`config.mk`:
```
export PLATFORM = sky130hd
export DESIGN_NAME = lmoe_front
export DESIGN_NICKNAME = d
export VERILOG_FILES = /design/src/lmoe_pkg.sv /design/src/lmoe_front.sv
export SDC_FILE = /design/constraint.sdc
export NUM_CORES = 1
export LEC_CHECK = 0
export ABC_AREA = 0
export BUFFER_PORTS_ARGS = -buffer_cell sky130_fd_sc_hd__buf_2
export CAP_MARGIN = 40
export CORE_UTILIZATION = 50
export CTS_BUF_LIST = sky130_fd_sc_hd__clkbuf_4 sky130_fd_sc_hd__clkbuf_8
export DETAILED_ROUTE_END_ITERATION = 8
export GPL_ROUTABILITY_DRIVEN = 0
export PLACE_DENSITY = 0.74
export SLEW_MARGIN = 0
export SYNTH_ARGS = -nofsm -noshare
export SYNTH_HDL_FRONTEND = slang
export SYNTH_SLANG_ARGS = --single-unit
```
`constraint.sdc`:
```
create_clock -name aclk -period 13.65 [get_ports aclk]
set_clock_uncertainty 0.1 [all_clocks]
set_input_delay 2.73 -clock aclk [delete_from_list [all_inputs] [get_ports aclk]]
set_output_delay 2.73 -clock aclk [all_outputs]
set_load 0.01 [all_outputs]
```
`src/lmoe_pkg.sv`:
```
// ----------------------------------------------------------------------------
// lmoe_pkg: shared types and constants of the landmark One Euro smoother
// Register indexes, fixed-point constants and the queue entry type.
// ----------------------------------------------------------------------------
package lmoe_pkg;

    localparam int LANDMARKS = 33;
    localparam int CHANNELS  = 2 * LANDMARKS;
    localparam int CH_W      = $clog2(CHANNELS);

    localparam logic [1:0] REG_MIN_CUTOFF   = 2'd0;
    localparam logic [1:0] REG_SPEED_GAIN   = 2'd1;
    localparam logic [1:0] REG_DERIV_CUTOFF = 2'd2;
    localparam logic [1:0] REG_MIN_TIMESTEP = 2'd3;

    localparam logic [31:0] TWO_PI_Q28 = 32'd1686629713;
    localparam logic [16:0] ONE_Q16    = 17'd65536;

    // one beat handed from the front to the back
    typedef struct packed {
        logic [5:0]  index;
        logic        filt;
        logic [31:0] x;
        logic [31:0] y;
        logic [31:0] z;
        logic [31:0] vis;
        logic [16:0] dt;
    } item_t;

endpackage

```
`src/lmoe_front.sv`:
```
// ----------------------------------------------------------------------------
// lmoe_front: input stage
// Accept a beat, work out the frame interval on index 0, tag the beat.
// ----------------------------------------------------------------------------
module lmoe_front (
    input  logic                 aclk,
    input  logic                 aresetn,
    input  logic [16:0]          min_timestep,
    input  logic                 s_valid,
    output logic                 s_ready,
    input  logic [5:0]           s_landmark_index,
    input  logic [31:0]          s_x_in,
    input  logic [31:0]          s_y_in,
    input  logic [31:0]          s_z_in,
    input  logic [31:0]          s_visibility_in,
    input  logic [47:0]          s_timestamp_ms,
    output logic                 q_valid,
    input  logic                 q_ready,
    output lmoe_pkg::item_t      q_item
);
    typedef enum logic [2:0] {
        F_IDLE = 3'b001,
        F_TIME = 3'b010,
        F_SEND = 3'b100
    } fstate_t;

    fstate_t         state_reg, state_next;
    lmoe_pkg::item_t item_reg, item_next;
    logic [47:0]     prior_ts_reg, prior_ts_next;
    logic            seen_reg, seen_next;
    logic [16:0]     dt_reg, dt_next;
    logic [47:0]     delta_reg, delta_next;
    logic            fwd_reg, fwd_next;

    logic [16:0] floor_ts, measured, dt_calc;
    logic [27:0] prod;
    logic [63:0] recip;
    logic [47:0] quot;

    assign s_ready = (state_reg == F_IDLE);
    assign q_valid = (state_reg == F_SEND);
    assign q_item  = item_reg;

    // delta below 1000 here: divide by 1000 with an exact reciprocal multiply
    always_comb begin
        prod  = 28'({delta_reg[9:0], 16'd0});
        recip = 64'(prod) * 64'd68719477;
        quot  = 48'(recip >> 36);
        if (!fwd_reg) begin
            measured = 17'd0;
        end else if (delta_reg >= 48'd1000) begin
            measured = lmoe_pkg::ONE_Q16;
        end else begin
            measured = quot[16:0];
        end
        floor_ts = (min_timestep == 17'd0) ? 17'd1 : min_timestep;
        dt_calc  = (measured > floor_ts) ? measured : floor_ts;
        if (dt_calc > lmoe_pkg::ONE_Q16) begin
            dt_calc = lmoe_pkg::ONE_Q16;
        end
    end

    always_comb begin
        state_next    = state_reg;
        item_next     = item_reg;
        prior_ts_next = prior_ts_reg;
        seen_next     = seen_reg;
        dt_next       = dt_reg;
        delta_next    = delta_reg;
        fwd_next      = fwd_reg;
        unique case (state_reg)
            F_IDLE: begin
                if (s_valid) begin
                    item_next.index = s_landmark_index;
                    item_next.filt  = ({26'd0, s_landmark_index} < lmoe_pkg::LANDMARKS);
                    item_next.x     = s_x_in;
                    item_next.y     = s_y_in;
                    item_next.z     = s_z_in;
                    item_next.vis   = s_visibility_in;
                    item_next.dt    = dt_reg;
                    if (s_landmark_index == 6'd0) begin
                        delta_next    = s_timestamp_ms - prior_ts_reg;
                        fwd_next      = seen_reg && (s_timestamp_ms > prior_ts_reg);
                        prior_ts_next = s_timestamp_ms;
                        seen_next     = 1'b1;
                        state_next    = F_TIME;
                    end else begin
                        state_next = F_SEND;
                    end
                end
            end
            F_TIME: begin
                dt_next      = dt_calc;
                item_next.dt = dt_calc;
                state_next   = F_SEND;
            end
            F_SEND: begin
                if (q_ready) begin
                    state_next = F_IDLE;
                end
            end
            default: state_next = F_IDLE;
        endcase
    end

    always_ff @(posedge aclk) begin
        if (!aresetn) begin
            state_reg    <= F_IDLE;
            prior_ts_reg <= '0;
            seen_reg     <= 1'b0;
            dt_reg       <= 17'd66;
        end else begin
            state_reg    <= state_next;
            prior_ts_reg <= prior_ts_next;
            seen_reg     <= seen_next;
            dt_reg       <= dt_next;
        end
        item_reg  <= item_next;
        delta_reg <= delta_next;
        fwd_reg   <= fwd_next;
    end
endmodule

```
### Word level (Yosys, flattened, before mapping)

Cells that the tools add are included.

* word-level logic and storage cells: 44
* register bits: 270
* input bits: 203
* output and inout bits: 154

* magnitude comparators: 5
* $add $sub $neg: 1
* reduce and logical (&&, ||, !) cells: 8
* equal/unequal tests: 5
* $mul: 1
* muxes and demuxes: 11

Operators with widths (number)
* 2-to-1 mux 17 bit: 6
* greater-or-equal comparator 48 x 10 -> 1 bit (second input constant): 1
* > comparator 48 bit: 1
* subtractor 48 bit: 1
* multiplier 10 x 27 -> 37 bit (second input constant): 1
* one-hot mux 17 bit (2 select lines): 1
* > comparator 17 bit: 1
* > comparator 17 bit (second input constant): 1
* zero test 17 bit: 1
* 2-to-1 mux 3 bit: 3
* one-hot mux 3 bit (3 select lines): 1
* zero test 6 bit: 1
* < comparator 6 bit (second input constant): 1
* AND reduction 2 bit: 3
* == test 3 x 1 -> 1 bit (second input constant): 1
* == test 3 x 2 -> 1 bit (second input constant): 1
* == test 3 bit (second input constant): 1
* AND reduction 3 bit: 1
* inequality test 2 x 1 -> 1 bit (second input constant): 1
* inequality test 2 bit (second input constant): 1
* nonzero test 2 bit: 1
* logical AND 1 bit: 1

### Depth between registers and ports, before layout

* word-level depth: 8
* depth in mapped cells: 34
* gate-level depth less buffers: 32

### Worst setup path before layout

No wires, ideal clock.

* path kind: input-to-reg
* start: in s_valid
* end: reg delta_reg[0] (enable)
* data required time: 13118 ps
* stages on the path: 5
* arrival: 7652 ps
* path slack: 5466 ps
* setup time: 432 ps
* path through: nand2_1 inv_1 nand2_1 clkinv_1 clkbuf_1

* word-level cells in the longest chain between the ends: 1

Ends and longest elaborated chain
* start, declared: line lmoe_front.sv:9 `input logic s_valid,`
* AND reduction 3 bit (no line)
* end signal, assigned: line lmoe_front.sv:119 `delta_reg <= delta_next;`
* end, declared: line lmoe_front.sv:32 `logic [47:0] delta_reg, delta_next;`

No other way between the ends.
A chain may end at the register's enable or synchronous reset.

==> summary.md <==
| Metric | Value |
|---|---|
| WS Path Type | `reg -> reg` |
| Setup crit start kind | `flop` |
| Worst hold path type | `reg -> reg` |
| Worst-path clk slew | `around 0.06 ns` |
| Design Power | `1.90 mW` |
| Clock Latency Late Sink | `approximately 0.61 ns` |
| Max Slew Vio Count | `0` |
| Largest register FFs | `about 150` |
| Hold_sp | `dt_reg[10]` |
| Power density cells | `approximately 98 mW/mm2` |
| Most common cell on crit path | `fa_1` |
| Crit-path max FO | `21` |
| Min cycle time layout | `~8.4 ns` |
| Final WL | `about 44 mm` |
| Post-synth EDFFs | `201` |
| Nets | `2302` |
| Clk buf depth | `3` |
| Inserted Clock Buffers | `45` |
| Async set-reset flop share out of synthesis | `0%` |
| Post-Synthesis Cells | `between 1500 and 2000` |
| Setup crit start | `delta_reg[9]` |
| Most common cell after layout, fill and taps aside | `buf_2` |
| DR vias/cell | `about 5.5` |
| First-pass GRT wire length | `around 67 mm` |
| Filler Cell Count | `around 2700` |
| Ys Warns | `0` |
| Mapped Avg Cell Area | `around 11 um2` |
| Period utilisation layout | `61.9%` |
| Crit path DAT | `slightly below 9 ns` |
| Status | `complete, no violations` |
| Post-CTS Resized | `0` |
| Setup TNS | `0 ns` |
| F_max | `118 MHz` |
| Critical Path RT | `13.99 ns` |
| Leakage Power | `around 8.4 nW` |
| Most frequent cells in the layout | `buf_2 (356), edfxtp_1 (201), nand2_1 (181), ha_1 (176), inv_1 (170)` |
| Routed len/inst | `approximately 19 um` |
| DP Cell Count | `2227` |
| DRT iter0 DRCs | `972` |
| Chip height | `roughly 180 um` |
| Hold buffer count at cts | `0` |
| Layout cells sized above 1 | `~24%` |
| CTS Sinks | `270` |
| Final setup fails | `0` |
| H-tree lvl count | `2` |
| Initial antenna violation count | `20` |
| Largest net degree at the start of global routing | `just under 80` |
| Hold depth | `2` |
| Post-Syn Nets | `between 1500 and 2000` |
| Overall routing resource usage | `about a quarter` |
| Port bufs | `356` |
| Main synth FF type | `edfxtp_1` |
| # DRC | `0` |
| Post-DP HPWL | `about 35 mm` |
| IO Count | `~360` |
| CTS tree | `built` |
| R2R cell count | `28` |
| RSZ-0062 raised after global routing | `false` |
| Via count | `roughly 13000` |
| Seq/Total Area, Yosys | `45.7%` |
| CP Capture Type | `flop` |
| #FFs+latches synth | `between 200 and 300` |
| Area Growth Syn to Fin | `19.2%` |
| Hold Slack | `approximately 0.35 ns` |
| Area of the core | `between 0.03 and 0.04 mm2` |
| Cell variety after synth | `between 70 and 80` |
| Mapped Area | `around 0.016 mm2` |
| MaxCap Viol Count | `0` |
| Drt first pass iters | `5` |
| Number of post-CTS setup repair buffers | `0` |
| GR Overflow Total | `0` |
| Max VDD drop | `just under 100 uV` |
| Initial Util | `about half` |
| Slowest-stage cell, CP | `edfxtp_1` |
| Die Area | `0.0332 mm2` |
| Worst Tran Pin Value | `roughly 0.93 ns` |
| Core Rows | `65` |
| Vias in the first global route | `12700` |
| Die W | `~180 um` |
| RR Startpoint | `delta_reg[9]` |
| Final core occ | `60.9%` |
| Clk root buf | `clkbuf_8` |
| Hold Vio Cnt, Final | `0` |
| Worst slew margin | `between 30 and 40%` |
| Final cell count without fillers | `~2300` |
| Routed Antenna Nets | `0` |
| Critical Path Max Stage Delay | `0.58 ns` |
-- final timing paths --
path,slack [ns],to
max reg2reg,5.21,q_item[3]
min reg2reg,0.35,dt_reg[10]
max,5.21,q_item[3]
min,0.35,dt_reg[10]
-- per-layer routing --
layer	share of wire, %	global-route usage (%)	vias up
li1	-	-	6110
met5	0.42	0	-
met1	41	33.2	6029
met4	3.1	9.68	30
met3	9.7	8.40	126
met2	46	42.4	546
-- worst max-delay path, delay by kind of cell (launching register included) --
family | cells | cell delay (ns)
adders and majority gates | 7 | 3.20
AOI/OAI and AO/OA | 9 | 2.21
and+or+nand+nor | 9 | 1.89
DFF | 1 | 0.58
xor gates and xnor gates | 1 | 0.16
buffers and inverters | 2 | 0.13
-- logic make-up after synthesis --
| group | after synthesis | synth area share [%] |
|---|---|---|
| compound gates | 361 | 15.6 |
| simple gates | 373 | 10.5 |
| xor+xnor | 59 | 3.19 |
| mux | 2 | 0.131 |
| fa+ha+maj | 227 | 19.9 |
| flops | 270 | 45.7 |
| buf+inv | 211 | 4.91 |
-- cell usage after synthesis, types with 20 or more instances --
master	count	area, um2
inv_1	171	642
nand4_1	20	125
xnor2_1	38	333
nand3_1	20	100
edfxtp_1	201	6040
clkbuf_1	37	139
a21boi_0	53	398
a21o_1	44	330
a21oi_1	72	360
nor2_1	60	225
o21ai_1	26	130
xor2_1	21	184
o21ai_0	35	175
nand2_1	182	683
ha_1	176	2200
fa_1	51	1020
dfxtp_1	69	1380
-- final cells by class --
class | instances | area [um2] | share of cell area, %
antenna | 5 | 12.5 | 0.0647
multi-input combinational | 1022 | 8010 | 41.4
tap | 402 | 503 | 2.60
clock inverter | 18 | 120 | 0.621
clock buffer | 66 | 802 | 4.15
inverter | 172 | 649 | 3.36
timing repair buffer | 361 | 1820 | 9.41
sequential | 270 | 7420 | 38.4
-- stage by stage --
step | instance area [um2] | setup slack [ns]
floorplan | 16200 | 5.47
global placement | 18400 | 5.58
detailed placement | 18400 | 5.29
CTS | 19300 | 5.27
global route | 19300 | 4.65
finish | 19300 | 5.21
-- where the power goes --
part / switching (mW) / internal [mW]
Clock: 0.328 / 0.398
Sequential: 0.00913 / 0.924
Combinational: 0.145 / 0.0959
Total: 0.481 / 1.42
(Power assumes the default switching activity.)
